### src/design/motor_feedback_multiturn_decoder_core_macros.svh
// Assertion macros used by the motor feedback decoder core.
`ifndef MOTOR_FEEDBACK_MULTITURN_DECODER_CORE_MACROS_SVH
`define MOTOR_FEEDBACK_MULTITURN_DECODER_CORE_MACROS_SVH

// Checks a condition at every clock edge outside reset.
`define MFMD_ASSERT_ALWAYS(label, expr, msg) \
    label: assert property (@(posedge i_clk) disable iff (!i_rst_n) (expr)) else $error(msg);

// Checks that a condition implies another in the same cycle.
`define MFMD_ASSERT_SAME(label, ante, cons, msg) \
    label: assert property (@(posedge i_clk) disable iff (!i_rst_n) (ante) |-> (cons)) \
        else $error(msg);

// Checks that a condition implies another in the next cycle.
`define MFMD_ASSERT_NEXT(label, ante, cons, msg) \
    label: assert property (@(posedge i_clk) disable iff (!i_rst_n) (ante) |=> (cons)) \
        else $error(msg);

`endif

### src/design/mfmd_pkg.sv
// Types and constants shared by the motor feedback decoder modules.
`timescale 1ns / 1ps
`default_nettype none
package mfmd_pkg;

    localparam int ID_W     = 11;
    localparam int SLOT_W   = 3;
    localparam int CFG_REGS = 5;
    localparam int CFG_AW   = 5;
    localparam int APB_DW   = 32;

    // Register indexes, which are also the motor slot numbers.
    localparam logic [SLOT_W-1:0] CFG_YAW      = 3'd0;
    localparam logic [SLOT_W-1:0] CFG_PITCH    = 3'd1;
    localparam logic [SLOT_W-1:0] CFG_TRIGGER  = 3'd2;
    localparam logic [SLOT_W-1:0] CFG_FRIC_ONE = 3'd3;
    localparam logic [SLOT_W-1:0] CFG_FRIC_TWO = 3'd4;

    typedef logic [ID_W-1:0] t_id;
    localparam t_id CFG_RESET [CFG_REGS] = '{11'd517, 11'd518, 11'd519, 11'd513, 11'd514};

    localparam int ENC_BITS   = 13;
    localparam int ENC_COUNTS = 1 << ENC_BITS;
    localparam int ENC_HALF   = ENC_COUNTS / 2;
    localparam int FINE_FULL  = 368640;
    localparam int FINE_GAIN  = FINE_FULL / ENC_COUNTS;
    localparam int VEL_GAIN   = 357;
    localparam int GIMBAL_JUMP  = 1000;
    localparam int SHOOTER_JUMP = 4096;

    localparam int TOTAL_W = 30;
    localparam int FINE_W  = 35;
    localparam int VEL_W   = 25;

    typedef struct packed {
        logic              hit;
        logic [SLOT_W-1:0] slot;
    } t_match;

    typedef struct packed {
        logic [15:0]        last_angle;
        logic signed [15:0] turns;
    } t_slot_state;

    typedef struct packed {
        logic                      hit;
        logic [SLOT_W-1:0]         slot;
        logic                      friction;
        logic signed [15:0]        rpm;
        logic signed [15:0]        cur;
        logic [7:0]                temp;
        logic signed [15:0]        turns;
        logic signed [TOTAL_W-1:0] total;
        logic signed [15:0]        ref_angle;
    } t_s2_req;

endpackage
`default_nettype wire

### src/design/motor_feedback_multiturn_decoder_core.sv
// Order: match and store read, turn update, then scaling into the output
// register that drives o_valid; i_stall can hold each stage on the way.
// Throughput: one request per cycle while o_stall is low; the turn store is
// read as a request is taken, and a write to the same motor then is forwarded into the read.
// Reset (synchronous, active low) restores the default motor IDs, marks
// every motor's stored angle and turns as zero and clears the reference.
`timescale 1ns / 1ps
`default_nettype none
`include "motor_feedback_multiturn_decoder_core_macros.svh"
module motor_feedback_multiturn_decoder_core #(
    parameter int MOTOR_SLOTS = 5
) (
    input  wire logic                           i_clk,
    input  wire logic                           i_rst_n,
    input  wire logic                           psel,
    input  wire logic                           penable,
    input  wire logic                           pwrite,
    input  wire logic [mfmd_pkg::CFG_AW-1:0]    paddr,
    input  wire logic [mfmd_pkg::APB_DW-1:0]    pwdata,
    output logic      [mfmd_pkg::APB_DW-1:0]    prdata,
    output logic                                pready,
    input  wire logic                           i_valid,
    output logic                                o_stall,
    input  wire logic [mfmd_pkg::ID_W-1:0]      i_frame_id,
    input  wire logic [15:0]                    i_angle_word,
    input  wire logic [15:0]                    i_speed_word,
    input  wire logic [15:0]                    i_current_word,
    input  wire logic [7:0]                     i_temperature_byte,
    output logic                                o_valid,
    input  wire logic                           i_stall,
    output logic                                o_matched,
    output logic        [mfmd_pkg::SLOT_W-1:0]  o_motor_slot,
    output logic signed [15:0]                  o_rotor_speed,
    output logic signed [15:0]                  o_torque_current,
    output logic        [7:0]                   o_temperature,
    output logic signed [15:0]                  o_turn_count,
    output logic signed [mfmd_pkg::TOTAL_W-1:0] o_total_position,
    output logic signed [mfmd_pkg::FINE_W-1:0]  o_angle_fine,
    output logic signed [mfmd_pkg::VEL_W-1:0]   o_spin_rate,
    output logic signed [15:0]                  o_reference_angle
);
    import mfmd_pkg::*;

    localparam int AW = (MOTOR_SLOTS > 1) ? $clog2(MOTOR_SLOTS) : 1;
    localparam logic [SLOT_W+1:0] SLOT_LIMIT = (SLOT_W + 2)'(MOTOR_SLOTS);

    t_match      in_match;
    logic        in_hit;
    logic        accept;
    logic        s1_free;
    logic        s1_move;
    logic        s2_free;
    logic        out_busy;
    t_slot_state ram_rd;
    t_slot_state ram_wr;
    logic        ram_wr_en;

    logic               r_s1_vld;
    logic               r_s1_hit;
    logic [SLOT_W-1:0]  r_s1_slot;
    logic [15:0]        r_s1_angle;
    logic [15:0]        r_s1_speed;
    logic [15:0]        r_s1_current;
    logic [7:0]         r_s1_temp;

    logic               r_s2_vld;
    t_s2_req            r_s2;
    t_s2_req            n_s2;

    logic               r_first_taken;
    logic signed [15:0] r_first_angle;

    logic               gimbal;
    logic               friction;
    logic signed [16:0] ang;
    logic signed [16:0] prev;
    logic signed [17:0] diff;
    logic signed [17:0] jump;
    logic signed [15:0] t_new;
    logic signed [16:0] turn_step;
    logic signed [15:0] ref_now;
    logic               take_first;

    mfmd_cfg u_cfg (
        .i_clk      (i_clk),
        .i_rst_n    (i_rst_n),
        .psel       (psel),
        .penable    (penable),
        .pwrite     (pwrite),
        .paddr      (paddr),
        .pwdata     (pwdata),
        .prdata     (prdata),
        .pready     (pready),
        .i_frame_id (i_frame_id),
        .o_match    (in_match)
    );

    // A slot without storage counts as no match.
    assign in_hit = in_match.hit && ((SLOT_W + 2)'(in_match.slot) < SLOT_LIMIT);

    assign s2_free = !r_s2_vld || !out_busy;
    assign s1_move = r_s1_vld && s2_free;
    assign s1_free = !r_s1_vld || s2_free;
    assign o_stall = !s1_free;
    assign accept  = i_valid && s1_free;

    assign ram_wr_en = s1_move && r_s1_hit;
    assign ram_wr    = '{last_angle: r_s1_angle, turns: t_new};

    mfmd_state_ram #(
        .DEPTH (MOTOR_SLOTS),
        .AW    (AW)
    ) u_ram (
        .i_clk     (i_clk),
        .i_rst_n   (i_rst_n),
        .i_rd_en   (accept && in_hit),
        .i_rd_addr (AW'(in_match.slot)),
        .o_rd_data (ram_rd),
        .i_wr_en   (ram_wr_en),
        .i_wr_addr (AW'(r_s1_slot)),
        .i_wr_data (ram_wr)
    );

    always_ff @(posedge i_clk) begin
        if (!i_rst_n) begin
            r_s1_vld <= 1'b0;
        end else if (s1_free) begin
            r_s1_vld <= i_valid;
        end
    end

    always_ff @(posedge i_clk) begin
        if (accept) begin
            r_s1_hit     <= in_hit;
            r_s1_slot    <= in_match.slot;
            r_s1_angle   <= i_angle_word;
            r_s1_speed   <= i_speed_word;
            r_s1_current <= i_current_word;
            r_s1_temp    <= i_temperature_byte;
        end
    end

    // Turn tracking: gimbal angles are signed, shooter angles unsigned.
    always_comb begin
        gimbal   = (r_s1_slot == CFG_YAW) || (r_s1_slot == CFG_PITCH);
        friction = (r_s1_slot == CFG_FRIC_ONE) || (r_s1_slot == CFG_FRIC_TWO);
        ang  = gimbal ? $signed({r_s1_angle[15], r_s1_angle})
                      : $signed({1'b0, r_s1_angle});
        prev = gimbal ? $signed({ram_rd.last_angle[15], ram_rd.last_angle})
                      : $signed({1'b0, ram_rd.last_angle});
        diff = 18'(ang) - 18'(prev);
        jump = gimbal ? 18'(GIMBAL_JUMP) : 18'(SHOOTER_JUMP);
        t_new = ram_rd.turns;
        if (diff < -jump) begin
            if (ram_rd.turns != 16'sh7fff) begin
                t_new = ram_rd.turns + 16'sd1;
            end
        end else if (diff > jump) begin
            if (ram_rd.turns != 16'sh8000) begin
                t_new = ram_rd.turns - 16'sd1;
            end
        end
        turn_step  = 17'(t_new) - 17'(ram_rd.turns);
        take_first = r_s1_hit && gimbal && !r_first_taken;
        ref_now    = take_first ? $signed(r_s1_angle) : r_first_angle;

        n_s2 = '0;
        n_s2.ref_angle = ref_now;
        if (r_s1_hit) begin
            n_s2.hit      = 1'b1;
            n_s2.slot     = r_s1_slot;
            n_s2.friction = friction;
            n_s2.rpm      = $signed(r_s1_speed);
            n_s2.cur      = gimbal ? $signed(r_s1_current) : '0;
            n_s2.temp     = gimbal ? r_s1_temp : '0;
            n_s2.turns    = t_new;
            n_s2.total    = $signed({t_new[15], t_new, {ENC_BITS{1'b0}}})
                          + TOTAL_W'(ang);
        end
    end

    always_ff @(posedge i_clk) begin
        if (!i_rst_n) begin
            r_first_taken <= 1'b0;
            r_first_angle <= '0;
            r_s2_vld      <= 1'b0;
        end else begin
            if (s1_move && take_first) begin
                r_first_taken <= 1'b1;
                r_first_angle <= $signed(r_s1_angle);
            end
            if (s2_free) begin
                r_s2_vld <= r_s1_vld;
            end
        end
    end

    always_ff @(posedge i_clk) begin
        if (s1_move) begin
            r_s2 <= n_s2;
        end
    end

    mfmd_out_stage u_out (
        .i_clk             (i_clk),
        .i_rst_n           (i_rst_n),
        .i_req_vld         (r_s2_vld),
        .i_req             (r_s2),
        .o_busy            (out_busy),
        .i_stall           (i_stall),
        .o_valid           (o_valid),
        .o_matched         (o_matched),
        .o_motor_slot      (o_motor_slot),
        .o_rotor_speed     (o_rotor_speed),
        .o_torque_current  (o_torque_current),
        .o_temperature     (o_temperature),
        .o_turn_count      (o_turn_count),
        .o_total_position  (o_total_position),
        .o_angle_fine      (o_angle_fine),
        .o_spin_rate       (o_spin_rate),
        .o_reference_angle (o_reference_angle)
    );

    `MFMD_ASSERT_SAME(a_turn_step, ram_wr_en, turn_step == 17'sd0 || turn_step == 17'sd1 || turn_step == -17'sd1, "turn count moved by more than one")
    `MFMD_ASSERT_NEXT(a_fwd_same_slot, accept && in_hit && ram_wr_en && (AW'(in_match.slot) == AW'(r_s1_slot)), ram_rd == $past(ram_wr), "store read missed a write to the same motor")
    `MFMD_ASSERT_NEXT(a_first_held, r_first_taken, $stable(r_first_angle) && r_first_taken, "reference angle changed after it was latched")
    `MFMD_ASSERT_SAME(a_miss_clean, r_s2_vld && !r_s2.hit, r_s2.total == '0 && r_s2.turns == '0 && !r_s2.friction, "unmatched request carries motor state")

endmodule
`default_nettype wire

### src/design/mfmd_cfg.sv
// Motor ID registers on the APB port and the frame ID match.
`timescale 1ns / 1ps
`default_nettype none
module mfmd_cfg (
    input  wire logic                        i_clk,
    input  wire logic                        i_rst_n,
    input  wire logic                        psel,
    input  wire logic                        penable,
    input  wire logic                        pwrite,
    input  wire logic [mfmd_pkg::CFG_AW-1:0] paddr,
    input  wire logic [mfmd_pkg::APB_DW-1:0] pwdata,
    output logic      [mfmd_pkg::APB_DW-1:0] prdata,
    output logic                             pready,
    input  wire logic [mfmd_pkg::ID_W-1:0]   i_frame_id,
    output mfmd_pkg::t_match                 o_match
);
    import mfmd_pkg::*;

    t_id               r_ids [CFG_REGS];
    logic [SLOT_W-1:0] reg_idx;
    logic              wr_en;

    assign pready  = 1'b1;
    assign reg_idx = paddr[CFG_AW-1:2];
    assign wr_en   = psel && penable && pwrite;

    always_ff @(posedge i_clk) begin
        if (!i_rst_n) begin
            for (int i = 0; i < CFG_REGS; i++) begin
                r_ids[i] <= CFG_RESET[i];
            end
        end else begin
            for (int i = 0; i < CFG_REGS; i++) begin
                if (wr_en && reg_idx == SLOT_W'(i)) begin
                    r_ids[i] <= pwdata[ID_W-1:0];
                end
            end
        end
    end

    always_comb begin
        prdata = '0;
        unique case (reg_idx)
            CFG_YAW:      prdata = APB_DW'(r_ids[0]);
            CFG_PITCH:    prdata = APB_DW'(r_ids[1]);
            CFG_TRIGGER:  prdata = APB_DW'(r_ids[2]);
            CFG_FRIC_ONE: prdata = APB_DW'(r_ids[3]);
            CFG_FRIC_TWO: prdata = APB_DW'(r_ids[4]);
            default:      prdata = '0;
        endcase
    end

    // Walk down so that the lowest matching slot wins.
    always_comb begin
        o_match = '0;
        for (int i = CFG_REGS - 1; i >= 0; i--) begin
            if (r_ids[i] == i_frame_id) begin
                o_match.hit  = 1'b1;
                o_match.slot = SLOT_W'(i);
            end
        end
    end

endmodule
`default_nettype wire

### src/design/mfmd_state_ram.sv
// Per-motor angle and turn store with registered read and write bypass.
`timescale 1ns / 1ps
`default_nettype none
module mfmd_state_ram #(
    parameter int DEPTH = 5,
    parameter int AW    = 3
) (
    input  wire logic                  i_clk,
    input  wire logic                  i_rst_n,
    input  wire logic                  i_rd_en,
    input  wire logic [AW-1:0]         i_rd_addr,
    output mfmd_pkg::t_slot_state      o_rd_data,
    input  wire logic                  i_wr_en,
    input  wire logic [AW-1:0]         i_wr_addr,
    input  wire mfmd_pkg::t_slot_state i_wr_data
);
    import mfmd_pkg::*;

    t_slot_state      mem [DEPTH];
    logic [DEPTH-1:0] r_vld;
    t_slot_state      r_rd_data;
    logic             r_rd_vld;
    logic             r_byp;
    t_slot_state      r_byp_data;

    always_ff @(posedge i_clk) begin
        if (i_wr_en) begin
            mem[i_wr_addr] <= i_wr_data;
        end
    end

    always_ff @(posedge i_clk) begin
        if (i_rd_en) begin
            r_rd_data  <= mem[i_rd_addr];
            r_byp_data <= i_wr_data;
        end
    end

    always_ff @(posedge i_clk) begin
        if (!i_rst_n) begin
            r_vld    <= '0;
            r_rd_vld <= 1'b0;
            r_byp    <= 1'b0;
        end else begin
            if (i_wr_en) begin
                r_vld[i_wr_addr] <= 1'b1;
            end
            if (i_rd_en) begin
                r_rd_vld <= r_vld[i_rd_addr];
                // A write to the same entry in the read cycle has not reached the array yet.
                r_byp    <= i_wr_en && (i_wr_addr == i_rd_addr);
            end
        end
    end

    always_comb begin
        if (r_byp) begin
            o_rd_data = r_byp_data;
        end else if (r_rd_vld) begin
            o_rd_data = r_rd_data;
        end else begin
            o_rd_data = '0;
        end
    end

endmodule
`default_nettype wire

### src/design/mfmd_out_stage.sv
// Angle wrap and constant scaling, followed by the output register.
`timescale 1ns / 1ps
`default_nettype none
module mfmd_out_stage (
    input  wire logic                           i_clk,
    input  wire logic                           i_rst_n,
    input  wire logic                           i_req_vld,
    input  wire mfmd_pkg::t_s2_req              i_req,
    output logic                                o_busy,
    input  wire logic                           i_stall,
    output logic                                o_valid,
    output logic                                o_matched,
    output logic        [mfmd_pkg::SLOT_W-1:0]  o_motor_slot,
    output logic signed [15:0]                  o_rotor_speed,
    output logic signed [15:0]                  o_torque_current,
    output logic        [7:0]                   o_temperature,
    output logic signed [15:0]                  o_turn_count,
    output logic signed [mfmd_pkg::TOTAL_W-1:0] o_total_position,
    output logic signed [mfmd_pkg::FINE_W-1:0]  o_angle_fine,
    output logic signed [mfmd_pkg::VEL_W-1:0]   o_spin_rate,
    output logic signed [15:0]                  o_reference_angle
);
    import mfmd_pkg::*;

    localparam logic signed [TOTAL_W-1:0] HALF_POS = TOTAL_W'(ENC_HALF);
    localparam logic signed [TOTAL_W-1:0] HALF_NEG = -TOTAL_W'(ENC_HALF);
    localparam logic signed [FINE_W:0]    FINE_K   = (FINE_W + 1)'(FINE_GAIN);
    localparam logic signed [VEL_W:0]     VEL_K    = (VEL_W + 1)'(VEL_GAIN);

    logic                      r_vld;
    logic [ENC_BITS-1:0]       wrap_k;
    logic                      above;
    logic                      below;
    logic signed [TOTAL_W-1:0] wrapped;
    logic signed [TOTAL_W-1:0] fine_src;
    logic signed [FINE_W:0]    fine_ext;
    logic signed [FINE_W:0]    fine_full;
    logic signed [VEL_W:0]     rpm_ext;
    logic signed [VEL_W:0]     vel_full;

    assign o_busy  = r_vld && i_stall;
    assign o_valid = r_vld;

    // Wrapping 45*total by 45*8192 is the same as wrapping total by one turn,
    // so the wrap runs on the narrow position before the multiply.
    always_comb begin
        wrap_k = i_req.total[ENC_BITS-1:0] + ENC_BITS'(ENC_HALF);
        above  = i_req.total > HALF_POS;
        below  = i_req.total < HALF_NEG;
        if (above || below) begin
            if (wrap_k == '0) begin
                wrapped = above ? HALF_POS : HALF_NEG;
            end else begin
                wrapped = $signed(TOTAL_W'(wrap_k)) - HALF_POS;
            end
        end else begin
            wrapped = i_req.total;
        end
        fine_src  = i_req.friction ? wrapped : i_req.total;
        fine_ext  = (FINE_W + 1)'(fine_src);
        fine_full = fine_ext * FINE_K;
        rpm_ext   = (VEL_W + 1)'(i_req.rpm);
        vel_full  = i_req.friction ? rpm_ext * VEL_K : '0;
    end

    always_ff @(posedge i_clk) begin
        if (!i_rst_n) begin
            r_vld <= 1'b0;
        end else if (!o_busy) begin
            r_vld <= i_req_vld;
        end
    end

    always_ff @(posedge i_clk) begin
        if (!o_busy && i_req_vld) begin
            o_matched         <= i_req.hit;
            o_motor_slot      <= i_req.slot;
            o_rotor_speed     <= i_req.rpm;
            o_torque_current  <= i_req.cur;
            o_temperature     <= i_req.temp;
            o_turn_count      <= i_req.turns;
            o_total_position  <= i_req.total;
            o_angle_fine      <= fine_full[FINE_W-1:0];
            o_spin_rate       <= vel_full[VEL_W-1:0];
            o_reference_angle <= i_req.ref_angle;
        end
    end

endmodule
`default_nettype wire
### config.mk
export PLATFORM = sky130hd
export DESIGN_NAME = motor_feedback_multiturn_decoder_core
export DESIGN_NICKNAME = d
export VERILOG_FILES = /design/src/design/mfmd_pkg.sv /design/src/design/motor_feedback_multiturn_decoder_core.sv /design/src/design/mfmd_cfg.sv /design/src/design/mfmd_state_ram.sv /design/src/design/mfmd_out_stage.sv
export VERILOG_INCLUDE_DIRS = /design/src /design/src/design
export SDC_FILE = /design/constraint.sdc
export NUM_CORES = 1
export LEC_CHECK = 0
export BUFFER_PORTS_ARGS = -buffer_cell sky130_fd_sc_hd__buf_2
export CELL_PAD_IN_SITES_DETAIL_PLACEMENT = 1
export CELL_PAD_IN_SITES_GLOBAL_PLACEMENT = 1
export CORE_ASPECT_RATIO = 2
export CORE_MARGIN = 2
export CORE_UTILIZATION = 30
export CTS_CLUSTER_SIZE = 25
export DETAILED_ROUTE_END_ITERATION = 10
export PLACE_DENSITY_LB_ADDON = 0.1
export SLEW_MARGIN = 20
export SYNTH_ARGS = -nofsm -noshare
export SYNTH_HDL_FRONTEND = slang
export SYNTH_HIERARCHICAL = 1
export SYNTH_SLANG_ARGS = --single-unit
### constraint.sdc
create_clock -name i_clk -period 32.6 [get_ports i_clk]
set_clock_uncertainty 0.2 [all_clocks]
set_input_delay 8.15 -clock i_clk [delete_from_list [all_inputs] [get_ports i_clk]]
set_output_delay 8.15 -clock i_clk [all_outputs]
set_load 0.05 [all_outputs]
Yosys cells after proc, flatten, opt, wreduce, memory -nomap -nowiden
Memory sizes are Yosys's and may differ from the RTL's. A register that Yosys moved wholly into a read port is not among the register bits.
Cells that the tools add are included.
W data, S select, Z words.
{ "totals": {"ff_bits": 392, "out_inout_bits": 201, "memories": 2, "ramBits": 215} }
{ "memory_table": {"columns": ["memory", "depth", "word_bits", "read_ports", "rd_ports_with_merged_regs", "write_ports", "line_no", "text"], "rows": [
  ["u_ram.mem", 5, 32, 1, 1, 1, "mfmd_state_ram.sv:19", "t_slot_state mem [DEPTH];"],
  ["u_cfg.r_ids", 5, 11, 5, 0, 5, "mfmd_cfg.sv:19", "t_id r_ids [CFG_REGS];"]
]} }
{ "op_classes": {"order_cmp": 8, "n_eq_ne": 15, "n_mux": 50, "multipliers": 2, "reduce_logical": 33, "n_bitwise": 6, "add_sub_neg": 7} }
{ "ops": {"columns": ["op", "n"], "rows": [
  ["$mux W30", 4],
  ["$mux W16", 6],
  ["$mux W91", 1],
  ["$mux W32", 2],
  ["$eq A11 B11 Y1", 5],
  ["$mux W11", 5],
  ["$pmux W11 S5", 1],
  ["$mul A30 B7 Y35 const B", 1],
  ["$mux W17", 2],
  ["$ne A16 B16 Y1 const B", 2],
  ["$add A29 B17 Y30", 1],
  ["$gt A30 B14 Y1 const B", 1],
  ["$lt A30 B13 Y1 const B", 1],
  ["$mul A16 B10 Y25 const B", 1],
  ["$mux W1", 20],
  ["$mux W4", 5],
  ["$logic_and A1 B1 Y1", 19],
  ["$gt A18 B14 Y1", 1],
  ["$lt A18 B18 Y1", 1],
  ["$neg A13 Y18", 1],
  ["$sub A17 B17 Y18", 1],
  ["$add A16 B2 Y16 const B", 1],
  ["$sub A16 B2 Y16 const B", 1],
  ["$sub A13 B13 Y14 const B", 1],
  ["other kinds (19)", 37]
]} }

Longest topological paths before layout
Gate-level depths: netlist of the first run.
An unclocked memory read counts as a cell.
{ "depth": {"ltp_word": 10, "mapped_depth": 35} }

Modules after synthesis
Netlist of the first run, hierarchy kept.
{ "by_module_without_submodules": {"columns": ["mod", "cells_each", "area_per_inst_um2", "seq_area_each_um2", "n_inst"], "rows": [
  ["mfmd_out_stage", 969, 12026.5, 5004.8, 1],
  ["motor_feedback_multiturn_decoder_core", 771, 9422.8, 5395.2, 1],
  ["mfmd_state_ram", 443, 8590.7, 6866.6, 1],
  ["mfmd_cfg", 258, 3171.8, 1651.6, 1]
]} }

Worst setup path before layout of the first run
No wires, ideal clock.
{ "synth_path": {"kind": "in2out", "start": "input port paddr[2] in the netlist's numbering", "end": "output port prdata[0] in the netlist's numbering", "required_time_ps": 24250, "arrival_ps": 9623, "n_path_buf": 2, "setup_slack_ps": 14627, "stages": 5, "path_cell_list": "buf_2 > nor2b_1 > clkbuf_1 > a22oi_1 > o22ai_1"} }
{ "synth_via": {"elab_chain_len": 2} }
{ "synth_rtl": {"columns": ["item", "line_no", "text"], "rows": [
  ["start: declaration", "motor_feedback_multiturn_decoder_core.sv:18", "input wire logic [mfmd_pkg::CFG_AW-1:0] paddr,"],
  ["$eq A3 B3 Y1 (tied with other cells)", "mfmd_cfg.sv:43", "unique case (reg_idx)"],
  ["$pmux W11 S5 (*)", "mfmd_cfg.sv:43", null],
  ["end: declaration", "motor_feedback_multiturn_decoder_core.sv:20", "output logic [mfmd_pkg::APB_DW-1:0] prdata,"]
]} }
Mark *: on every way between the ends. The rest lies on a longest branch, timed or not.

Worst setup path after layout of the first run
{ "layout_path": {"start": "input port paddr[4] in the netlist's numbering", "end": "output port prdata[7] in the netlist's numbering"} }
Same word-level chain as after synthesis.

==> key figures, run 1 <==
Outcome
  • Outcome: finished, final reports clean

Power
  • Power density relative to cell area: 57.8 nW/um^2
  • Leak pwr: 0.0151 uW
  • Total power: 2210 uW
  • Worst voltage drop across the vdd grid: 0.0348 mV

Synthesis
  • Mean Syn Cell Area: 13.6 sq um
  • Flop and latch count out of synthesis: 639
  • Mapped Area: 33200 sq um
  • Number of enable-type register cells in the synthesized netlist: 612
  • Main flop type after synthesis: edfxtp_1
  • Count of mapped cells out of synthesis: 2441
  • Share of synthesized registers carrying an async set or reset: 0%
  • Synth unique cells: 101
  • Share of the yosys chip area belonging to registers: 57.0%
  • Syn. warnings: 6

Floorplan
  • Height of the chip: 475 um
  • Floorplan die width: 239 um
  • Initial core utilization: 30.3%
  • Area of the core: 110000 sq um
  • Boundary pin count: 312
  • Number of standard-cell rows in the floorplan: 172
  • Floorplan die area: 114000 sq um

Clock network
  • Clock tree from TritonCTS: built
  • Clock latency of the later-clocked register in the worst-skew pair: 670 ps
  • Clock slew seen by the registers of the worst setup and hold paths: 60 ps
  • Post-CTS setup buffer count: 0
  • Total CTS buffers: 68
  • CTS sink count: 639
  • Number of levels in the clock H-tree: 3
  • Gates resized, CTS repair: 0
  • Maximum buffer depth of the clock tree: 3
  • Post-cts hold buffer count: 0
  • Clock Tree Root: clkbuf_16

Timing
  • Highest clock rate: 54.4 MHz
  • Worst-case headroom to the max-slew limit: 31.9%
  • Setup Total Neg Slack: 0 ps
  • Number of endpoints failing setup at the final stage: 0
  • Unrepaired setup endpoints after global routing: false
  • Slew @ Worst Pin: 1020 ps
  • Final max-slew violation count: 0
  • Number of endpoints with negative hold slack in the final report: 0
  • Period utilisation layout: 56.4%
  • Clock period minus final worst setup slack: 18400 ps

Global routing
  • Largest net degree at the start of global routing: 69
  • Number of antenna violations at the first check in global routing: 1
  • First-pass GRT wire length: 135 mm
  • Total grt overflow: 0
  • All-layer global routing usage: 15.8%
  • Vias in the first global route: 22700

Routing
  • Number of DRC violations after detailed routing: 0
  • Number of routed nets with antenna violations: 0
  • Average routed wire per standard cell: 21.2 um
  • TritonRoute pass-1 iters: 4
  • Number of vias in the routed layout: 20000
  • Via density per instance: 4.81
  • Overall routed net length: 88.3 mm
  • Count of routing violations after the opening detailed-route iteration: 581

Finish
  • Final core utilization: 34.8%
  • Layout Area Growth over Synthesis: 15.1%
  • Fillcell total: 11700
  • Highest-count cells in the layout ignoring fill and taps: 612 x edfxtp_1, 266 x buf_2, 214 x ha_1
  • Final net count: 3149
  • Layout cell share with drive strength beyond 1: 18.7%
  • Leading cell type in the layout, fill and taps excluded: edfxtp_1

Placed design
  • Buffers added on ports: 266
  • Global placer's final weighted congestion: 0.821
  • Post-detail-place hpwl: 66.7 mm

Setup path
  • Arrival time of the worst setup path: 10050 ps
  • Worst setup SP type: input port
  • Most frequent cell on the critical path: buf_2
  • Worst Path Max Fanout: 17
  • Cell with the largest stage delay on the worst path: nor2b_1
  • Category of the critical setup timing path: in -> out
  • Critical path cell sequence: buf_2 > nor2b_1 > a22oi_1 > o22ai_1 > buf_2
  • Count of cells along the worst register-to-register path: 31
  • Biggest cell delay along the critical path: 850 ps
  • Req. time, crit path: 24250 ps
  • Sort of element at the end of the critical path: primary output

Flow run
  • Max-cap check violation count: 0

Min path
  • Class of the tightest hold or removal check: reg -> reg
  • Count of cells along the worst hold path: 0
per-layer routing:
layer | share of wire (%) | global-route usage, %
met2 | 58 | 32.5
met3 | 3.6 | 2.69
met4 | 2.9 | 5.51
met1 | 35 | 15.4
met5 | 0 | 0
per-stage QoR:
stage               area, sq um  instances  worst slack, ps  hold WS, ps
floorplan                 33300       2461            14630          200
global placement          36100       4043            14190          203
detailed placement        36100       4043            14170          205
CTS                       38200       4166            14170          221
global route              38200       4167            14000          217
finish                    38200       4167            14200          219
synth_stat cells (21+ instances only):
cell type	number	area, sq um
fa_1	103	2060
inv_1	206	773
nor2_1	88	330
and2_1	61	382
nor3_1	27	135
buf_4	22	165
a21o_1	49	368
mux4_2	28	631
and3_1	41	257
a22o_1	33	289
xnor2_1	80	701
o21ai_0	26	130
a21oi_1	68	340
buf_2	26	130
edfxtp_1	612	18400
nand2b_1	25	156
nand2_1	201	754
dfxtp_1	27	541
xor2_1	58	508
nand3_1	35	175
ha_1	214	2680
nor2b_1	21	131
clkbuf_1	54	203
where the power goes:
part           internal, uW  switching [uW]
Combinational           177             298
Sequential              947            19.4
Clock                   431             339
Total                  1560             656
critical path: cells and delay by family:
family,cells,cell delay [ps]
AND/OR/NAND/NOR,1,850
AO/OA/AOI/OAI,2,420
buffers and inverters,2,610
cell type report:
cell class	count	area (sq um)	share of cell area (%)
antenna	1	2.50	0.00654
clock buffer	79	1760	4.61
clock inverter	44	394	1.03
inverter	207	777	2.03
multi-input combinational	1502	13000	34.1
sequential	639	18900	49.5
tap	1392	1740	4.55
timing repair buffer	303	1610	4.21
path summary, 6_finish.rpt:
path              slack [ps]                              endpoint                   startpoint
setup / recovery       14200                             prdata[7]                     paddr[4]
hold / removal           220  u_out/o_reference_angle[3]$_DFFE_PP_            r_s2[3]$_DFFE_PP_
hold reg to reg          220  u_out/o_reference_angle[3]$_DFFE_PP_            r_s2[3]$_DFFE_PP_
setup reg to reg       23910                r_s2[45]$_SDFFCE_PN0P_  u_ram/r_rd_vld$_SDFFE_PN0P_
cell families after synthesis:
kind of cell	after synthesis	synth area share, %
muxes	77	3.73
DFF	639	57.0
buffers and inverters	320	4.25
other	2	0.0226
AOI/OAI and AO/OA	353	7.74
xor gates and xnor gates	139	3.69
and+or+nand+nor	594	9.34
adders and majority gates	317	14.3
flip-flops by register name (all words and copies together), names as in the netlist, 8 cells and up:
name	flops
u_ram/mem	160
r_s2	107
u_cfg/r_ids	55
u_out/o_angle_fine	35
u_ram/r_byp_data	32
u_ram/r_rd_data	32
u_out/o_total_position	30
u_out/o_spin_rate	25
r_first_angle	16
r_s1_angle	16
r_s1_current	16
r_s1_speed	16
u_out/o_reference_angle	16
u_out/o_rotor_speed	16
u_out/o_torque_current	16
u_out/o_turn_count	16
r_s1_temp	8
u_out/o_temperature	8
No activity file was read; power rests on OpenSTA's default activity.
==> inputs of run 2 (changes only) <==
==> constraint.sdc (replaced) <==
create_clock -name i_clk -period 15.1 [get_ports i_clk]
set_clock_uncertainty 0.2 [all_clocks]
set_input_delay 3.775 -clock i_clk [delete_from_list [all_inputs] [get_ports i_clk]]
set_output_delay 3.775 -clock i_clk [all_outputs]
set_load 0.05 [all_outputs]
==> run 2 against run 1 <==
- sequential share of layout area down 0.11 points
- clock power is 120% higher
- die area stayed put
- largest cell class unchanged
- worst hold slack got worse by 12 ps
- via count down 0.25%
- non-clock buffer count is 1 higher
- combinational power rose by 120%
- sequential power increased by 120%
- routed wire length down 0.35%
==> key figures, run 2 (same netlist as run 1, synthesis figures left out) <==
Setup path
  • Startpoint of the worst-slack reg-to-reg timing path: u_ram/r_byp$_SDFFE_PN0P_
  • Worst Path Max Fanout: 18 (+1)
  • Sort of element at the end of the critical path: primary output
  • First element of the critical path: paddr[2]
  • Critical path cell sequence: buf_2 > nor2b_1 > a22oi_1 > o22ai_1 > buf_2
  • Setup slack of the most critical reg-to-reg path: 6210 ps (-17700 ps)
  • Most frequent cell on the critical path: buf_2
  • Worst setup SP type: input port
  • Crit Reg-Reg Endpoint: r_s2[45]$_SDFFCE_PN0P_
  • Req. time, crit path: 11120 ps (-13130 ps)
  • Category of the critical setup timing path: in -> out
  • Count of cells along the worst register-to-register path: 33 (+6.5%)
  • Cell with the largest stage delay on the worst path: nor2b_1
  • Biggest cell delay along the critical path: 910 ps (+60 ps)
  • Arrival time of the worst setup path: 5740 ps (-4310 ps)
  • Capture point of the critical path: prdata[4]

Routing
  • Overall routed net length: 88.0 mm (-0.35%)
  • Number of routed nets with antenna violations: 0 (unchanged)
  • Number of vias in the routed layout: 20000 (-0.25%)
  • Count of routing violations after the opening detailed-route iteration: 677 (+17%)
  • Via density per instance: 4.80 (-0.23%)
  • TritonRoute pass-1 iters: 4 (unchanged)
  • Number of DRC violations after detailed routing: 0 (unchanged)
  • Average routed wire per standard cell: 21.1 um (-0.32%)

Clock network
  • Clock tree from TritonCTS: built
  • Clock latency of the later-clocked register in the worst-skew pair: 660 ps (about the same)
  • CTS sink count: 639 (unchanged)
  • Number of levels in the clock H-tree: 3 (unchanged)
  • Post-CTS setup buffer count: 0 (unchanged)
  • Total CTS buffers: 68 (unchanged)
  • Post-cts hold buffer count: 0 (unchanged)
  • Clock Tree Root: clkbuf_16
  • Clock slew seen by the registers of the worst setup and hold paths: 70 ps (about the same)
  • Gates resized, CTS repair: 0 (unchanged)
  • Maximum buffer depth of the clock tree: 3 (unchanged)

Timing
  • Unrepaired setup endpoints after global routing: false
  • Setup Total Neg Slack: 0 ps (unchanged)
  • Number of endpoints failing setup at the final stage: 0 (unchanged)
  • Clock period minus final worst setup slack: 9720 ps
  • Worst-case setup margin in the final layout: 5380 ps (-8820 ps)
  • Slew @ Worst Pin: 1070 ps (+51.9 ps)
  • Worst hold slack across all endpoints: 207 ps (-12.1 ps)
  • Highest clock rate: 103 MHz
  • Number of endpoints with negative hold slack in the final report: 0 (unchanged)
  • Final max-slew violation count: 0 (unchanged)
  • Worst-case headroom to the max-slew limit: 28.5% (-3.4 points)
  • Period utilisation layout: 64.4%

Floorplan
  • Boundary pin count: 312 (unchanged)
  • Number of standard-cell rows in the floorplan: 172 (unchanged)
  • Area of the core: 110000 sq um (unchanged)
  • Initial core utilization: 30.3% (unchanged)
  • Height of the chip: 475 um (unchanged)
  • Floorplan die area: 114000 sq um (unchanged)
  • Floorplan die width: 239 um (unchanged)

Power
  • Total power: 4820 uW (+120%)
  • Power density relative to cell area: 126 nW/um^2 (+120%)
  • Worst voltage drop across the vdd grid: 0.0797 mV (+130%)
  • Leak pwr: 0.0151 uW (+0.23%)

Finish
  • Flip-flop count of the largest register, all copies and words added: 160 (unchanged)
  • Highest-count cells in the layout ignoring fill and taps: 612 x edfxtp_1, 266 x buf_2, 214 x ha_1
  • Layout Area Growth over Synthesis: 15.4%
  • Final net count: 3150 (+0.032%)
  • Layout cell share with drive strength beyond 1: 18.9% (+0.19 points)
  • Largest regs: u_ram/mem: 160 flops, r_s2: 107 flops, u_cfg/r_ids: 55 flops
  • Register name with the most flops: u_ram/mem
  • Leading cell type in the layout, fill and taps excluded: edfxtp_1

Global routing
  • Number of antenna violations at the first check in global routing: 3 (+2)
  • All-layer global routing usage: 15.7% (-0.10 points)
  • Vias in the first global route: 22600 (-0.50%)
  • Total grt overflow: 0 (unchanged)
  • Largest net degree at the start of global routing: 69 (unchanged)
  • First-pass GRT wire length: 134 mm (-0.61%)

Min path
  • Class of the tightest hold or removal check: reg -> reg

Placed design
  • Buffers added on ports: 266 (unchanged)
  • Post-detail-place hpwl: 66.7 mm (about the same)
  • Pre-CTS setup slack: 5440 ps (-8730 ps)
  • Global placer's final weighted congestion: 0.809 (-1.5%)

Flow run
  • Max-cap check violation count: 0 (unchanged)

Outcome
  • Outcome: finished, final reports clean
-- run 2: cell count changes in the layout (fill, tap and decap cells not counted), moves of 2 or more --
cell	change
clkbuf_8	+5
clkinv_1	-10
clkbuf_1	+3
clkinv_2	-2
inv_6	-2
clkinv_8	+3
-- run 2: power breakdown --
group	switching (uW)	leakage [uW]	total (uW)	internal, uW
Combinational	643	0.00807	1030	382
Sequential	42.4	0.00595	2090	2040
Clock	738	0.00108	1710	968
-- run 2: cell type report --
class	count	area [sq um]
fillers	11600	71400
diodes	2	5.00
well taps	1392	1740
flip-flops and latches	639	18900
clock inverters	34	415
multi-input cells	1502	13000
clock buffers	86	1820
inverters	207	777
repair buffers	304	1620
-- run 2: metal layers --
layer	global-route usage [%]	vias to the layer above	part of all wire, %
li1	-	9380	-
met1	15.4	10100	35
met2	32.3	396	58
met3	2.62	144	3.8
met4	5.48	2	2.9
met5	0	-	0.0080
-- run 2: how the worst min path moves through the flow --
stage / end / slack, ps / cells after the start / start
6_report: u_out/o_turn_count[13]$_DFFE_PP_ / 210 / 0 / r_s2[59]$_SDFFCE_PN0P_
2_1_floorplan: u_out/o_matched$_DFFE_PP_ / 200 / 0 / r_s2[106]$_DFFE_PP_
4_1_cts: u_out/o_turn_count[13]$_DFFE_PP_ / 210 / 0 / r_s2[59]$_SDFFCE_PN0P_
3_3_place_gp: u_out/o_torque_current[9]$_DFFE_PP_ / 200 / 0 / r_s2[79]$_SDFFCE_PN0P_
5_1_grt: u_out/o_temperature[4]$_DFFE_PP_ / 220 / 0 / r_s2[66]$_SDFFCE_PN0P_
3_5_place_dp: u_out/o_turn_count[9]$_DFFE_PP_ / 210 / 0 / r_s2[55]$_SDFFCE_PN0P_
-- run 2: critical path: cells and delay by family --
| family | cells | cell delay [ps] |
|---|---|---|
| compound gates | 2 | 360 |
| buf+inv | 2 | 680 |
| simple gates | 1 | 910 |
-- run 2: through the flow --
stage / instance area [sq um] / instances / utilization [%]
finish: 38300 / 4166 / 34.9
detailed placement: 36100 / 4044 / 32.9
global placement: 36100 / 4044 / 32.9
CTS: 38300 / 4164 / 34.9
global route: 38300 / 4166 / 34.9
floorplan: 33300 / 2461 / -
==> inputs of run 3 (changes only) <==
==> constraint.sdc (replaced) <==
create_clock -name i_clk -period 7.8 [get_ports i_clk]
set_clock_uncertainty 0.2 [all_clocks]
set_input_delay 1.95 -clock i_clk [delete_from_list [all_inputs] [get_ports i_clk]]
set_output_delay 1.95 -clock i_clk [all_outputs]
set_load 0.05 [all_outputs]
==> run 3 against run 2 <==
- register-to-register slack got worse by 5700 ps
- worst hold slack improved by 4.7 ps
- clock power increased by 95%
- sequential share of layout area is 0.79 points lower
- combinational power rose by 100%
- core utilization is 0.57 points higher
- critical path depth increased by 27
- worst setup slack got worse by 4900 ps
- sequential power grew 93%
==> key figures, run 3 (same netlist as run 1, synthesis figures left out) <==
Clock network
  • Clock latency of the later-clocked register in the worst-skew pair: 660 ps (about the same)
  • Post-cts hold buffer count: 0 (unchanged)
  • Number of levels in the clock H-tree: 3 (unchanged)
  • Clock tree from TritonCTS: built
  • Clock slew seen by the registers of the worst setup and hold paths: 60 ps (about the same)
  • CTS sink count: 639 (unchanged)
  • Maximum buffer depth of the clock tree: 3 (unchanged)
  • Clock Tree Root: clkbuf_16
  • Post-CTS setup buffer count: 0 (unchanged)
  • Total CTS buffers: 67 (-1.5%)

Setup path
  • Worst setup SP type: flip-flop
  • Cell with the largest stage delay on the worst path: fa_1
  • Worst Path Max Fanout: 6 (-12)
  • Crit Reg-Reg Endpoint: r_s2[45]$_SDFFCE_PN0P_
  • Count of buffering cells on the critical path with inverters included: 2 (unchanged)
  • Biggest cell delay along the critical path: 440 ps (-470 ps)
  • Startpoint of the worst-slack reg-to-reg timing path: u_ram/r_byp$_SDFFE_PN0P_
  • Arrival time of the worst setup path: 7580 ps (+1840 ps)
  • Req. time, crit path: 8070 ps (-3050 ps)
  • Setup slack of the most critical reg-to-reg path: 490 ps (-5720 ps)
  • Sort of element at the end of the critical path: flip-flop
  • Family of cells with the greatest summed delay on the critical path: compound AO/OA/AOI/OAI gates
  • Count of cells along the worst register-to-register path: 32 (-3.0%)
  • Category of the critical setup timing path: reg -> reg
  • Most frequent cell on the critical path: a21o_1

Timing
  • Highest clock rate: 137 MHz
  • Number of endpoints with negative hold slack in the final report: 0 (unchanged)
  • Final max-slew violation count: 0 (unchanged)
  • Setup Total Neg Slack: 0 ps (unchanged)
  • Clock period minus final worst setup slack: 7310 ps
  • Period utilisation layout: 93.7%
  • Worst-case setup margin in the final layout: 492 ps (-4890 ps)
  • Number of endpoints failing setup at the final stage: 0 (unchanged)
  • Unrepaired setup endpoints after global routing: false
  • Worst-case headroom to the max-slew limit: 29.9% (+1.4 points)
  • Slew @ Worst Pin: 1050 ps (-20.3 ps)

Routing
  • Number of routed nets with antenna violations: 0 (unchanged)
  • TritonRoute pass-1 iters: 7 (+3)
  • Count of routing violations after the opening detailed-route iteration: 768 (+13%)
  • Average routed wire per standard cell: 21.2 um (+0.17%)
  • Number of DRC violations after detailed routing: 0 (unchanged)
  • Detailed-route wire length on metal 1: 32.3 mm (+4.5%)
  • WL met2: 52.0 mm (+1.5%)
  • Via density per instance: 4.77 (-0.50%)
  • Met3 Wirelength: 2.69 mm (-18%)
  • Overall routed net length: 89.7 mm (+2.0%)
  • Top routing layer used: met5
  • Number of vias in the routed layout: 20200 (+1.3%)

Power
  • Combinational share of power: 22.1% (+0.8 points)
  • Internal power consumption: 6700 uW (+97%)
  • Portion of total power attributed to the clock network: 35.3% (about the same)
  • Power density relative to cell area: 243 nW/um^2 (+93%)
  • Worst voltage drop across the vdd grid: 0.152 mV (+91%)
  • Reg power frac: 42.6% (-0.7 points)
  • Leak pwr: 0.0155 uW (+2.5%)
  • Switching Share: 29.2% (-0.31 points)
  • Net Sw Power: 2770 uW (+94%)

Outcome
  • Outcome: finished, final reports clean

Floorplan
  • Boundary pin count: 312 (unchanged)
  • Number of standard-cell rows in the floorplan: 172 (unchanged)
  • Height of the chip: 475 um (unchanged)
  • Initial core utilization: 30.3% (unchanged)
  • Floorplan die area: 114000 sq um (unchanged)
  • Floorplan die width: 239 um (unchanged)
  • Area of the core: 110000 sq um (unchanged)

Finish
  • Leading cell type in the layout, fill and taps excluded: edfxtp_1
  • Antenna diode count: 0 (-2)
  • Largest regs: u_ram/mem: 160 flops, r_s2: 107 flops, u_cfg/r_ids: 55 flops
  • Fillcell total: 11600 (+0.29%)
  • Layout Area Growth over Synthesis: 17.3%
  • Layout cell share with drive strength beyond 1: 21.0% (+2.2 points)
  • Highest-count cells in the layout ignoring fill and taps: 612 x edfxtp_1, 266 x buf_2, 214 x ha_1
  • Final net count: 3227 (+2.4%)
  • Final core utilization: 35.5% (+0.57 points)
  • Flip-flop count of the largest register, all copies and words added: 160 (unchanged)
  • Register name with the most flops: u_ram/mem

Flow run
  • Max-cap check violation count: 0 (unchanged)

Global routing
  • Largest net degree at the start of global routing: 60 (-13%)
  • All-layer global routing usage: 16.0% (+0.27 points)
  • First-pass GRT wire length: 136 mm (+1.4%)
  • Number of antenna violations at the first check in global routing: 1 (-2)
  • Vias in the first global route: 22700 (+0.19%)
  • Total grt overflow: 0 (unchanged)

Min path
  • Count of cells along the worst hold path: 0 (unchanged)
  • Worst hold endpoint: u_out/o_turn_count[1]$_DFFE_PP_
  • Source of the worst hold timing path: r_s2[47]$_SDFFCE_PN0P_
  • Class of the tightest hold or removal check: reg -> reg

Placed design
  • Global placer's final weighted congestion: 0.836 (+3.3%)
  • Post-detail-place hpwl: 68.5 mm (+2.7%)
  • Pre-CTS setup slack: 180 ps (-5260 ps)
  • Buffers added on ports: 266 (unchanged)
-- run 3: worst max-delay path by stage --
| stage | from | endpoint | slack (ps) | depth (start not counted) |
|---|---|---|---|---|
| final | u_ram/r_byp$_SDFFE_PN0P_ | r_s2[45]$_SDFFCE_PN0P_ | 490 | 32 |
| after global routing | u_ram/r_byp$_SDFFE_PN0P_ | r_s2[42]$_SDFFCE_PN0P_ | 20 | 34 |
| after CTS | u_ram/r_rd_vld$_SDFFE_PN0P_ | r_s2[45]$_SDFFCE_PN0P_ | 120 | 32 |
| after detailed placement | u_ram/r_rd_vld$_SDFFE_PN0P_ | r_s2[45]$_SDFFCE_PN0P_ | 180 | 32 |
| after global placement | u_ram/r_rd_vld$_SDFFE_PN0P_ | r_s2[45]$_SDFFCE_PN0P_ | 190 | 32 |
| after floorplan | u_ram/r_byp$_SDFFE_PN0P_ | r_s2[45]$_SDFFCE_PN0P_ | 660 | 34 |
-- run 3: layout make-up --
| cell class | instances | area (sq um) | area share [%] |
|---|---|---|---|
| Clock buffer | 80 | 1770 | 4.54 |
| Tap cell | 1392 | 1740 | 4.47 |
| Multi-Input combinational cell | 1502 | 13100 | 33.5 |
| Inverter | 207 | 777 | 1.99 |
| Timing Repair Buffer | 382 | 2200 | 5.65 |
| Sequential cell | 639 | 18900 | 48.6 |
| Clock inverter | 39 | 477 | 1.22 |
-- run 3: power groups by stage --
stage | clock network (uW) | logic [uW] | registers [uW]
after floorplan | 0 | 1370 | 4230
after CTS | 3480 | 2120 | 4040
after global placement | 0 | 2070 | 4110
after detailed placement | 0 | 2110 | 4110
final | 3340 | 2090 | 4030
after global routing | 3580 | 2330 | 4040
-- run 3: repair_timing --
| item | 4_1_cts | 5_1_grt |
|---|---|---|
| resized for setup | 0 | 8 |
| endpoints found under the hold margin | 0 | 0 |
| endpoints found under the setup margin | 0 | 4 |
-- run 3: layer usage --
metal	vias to the layer above	global-route usage, %
li1	9527	-
met1	10200	15.9
met2	365	32.7
met3	131	2.22
met4	2	5.79
met5	-	0
-- run 3: stage by stage --
step,area (sq um),total power [uW],hold WS [ps],cells
4_1_cts,38900,9640,211,4241
6_report,38900,9470,212,4241
3_5_place_dp,36700,6220,205,4122
2_1_floorplan,33300,5600,200,2461
5_1_grt,38900,9950,224,4241
3_3_place_gp,36700,6170,202,4122
-- run 3: worst register-to-register path, delay by kind of cell (launching register included) --
family / cells / cell delay (ps)
xor gates and xnor gates: 1 / 230
adders and majority gates: 4 / 1340
DFF: 1 / 340
AOI/OAI and AO/OA: 17 / 3420
and+or+nand+nor: 8 / 1270
buffers and inverters: 2 / 330
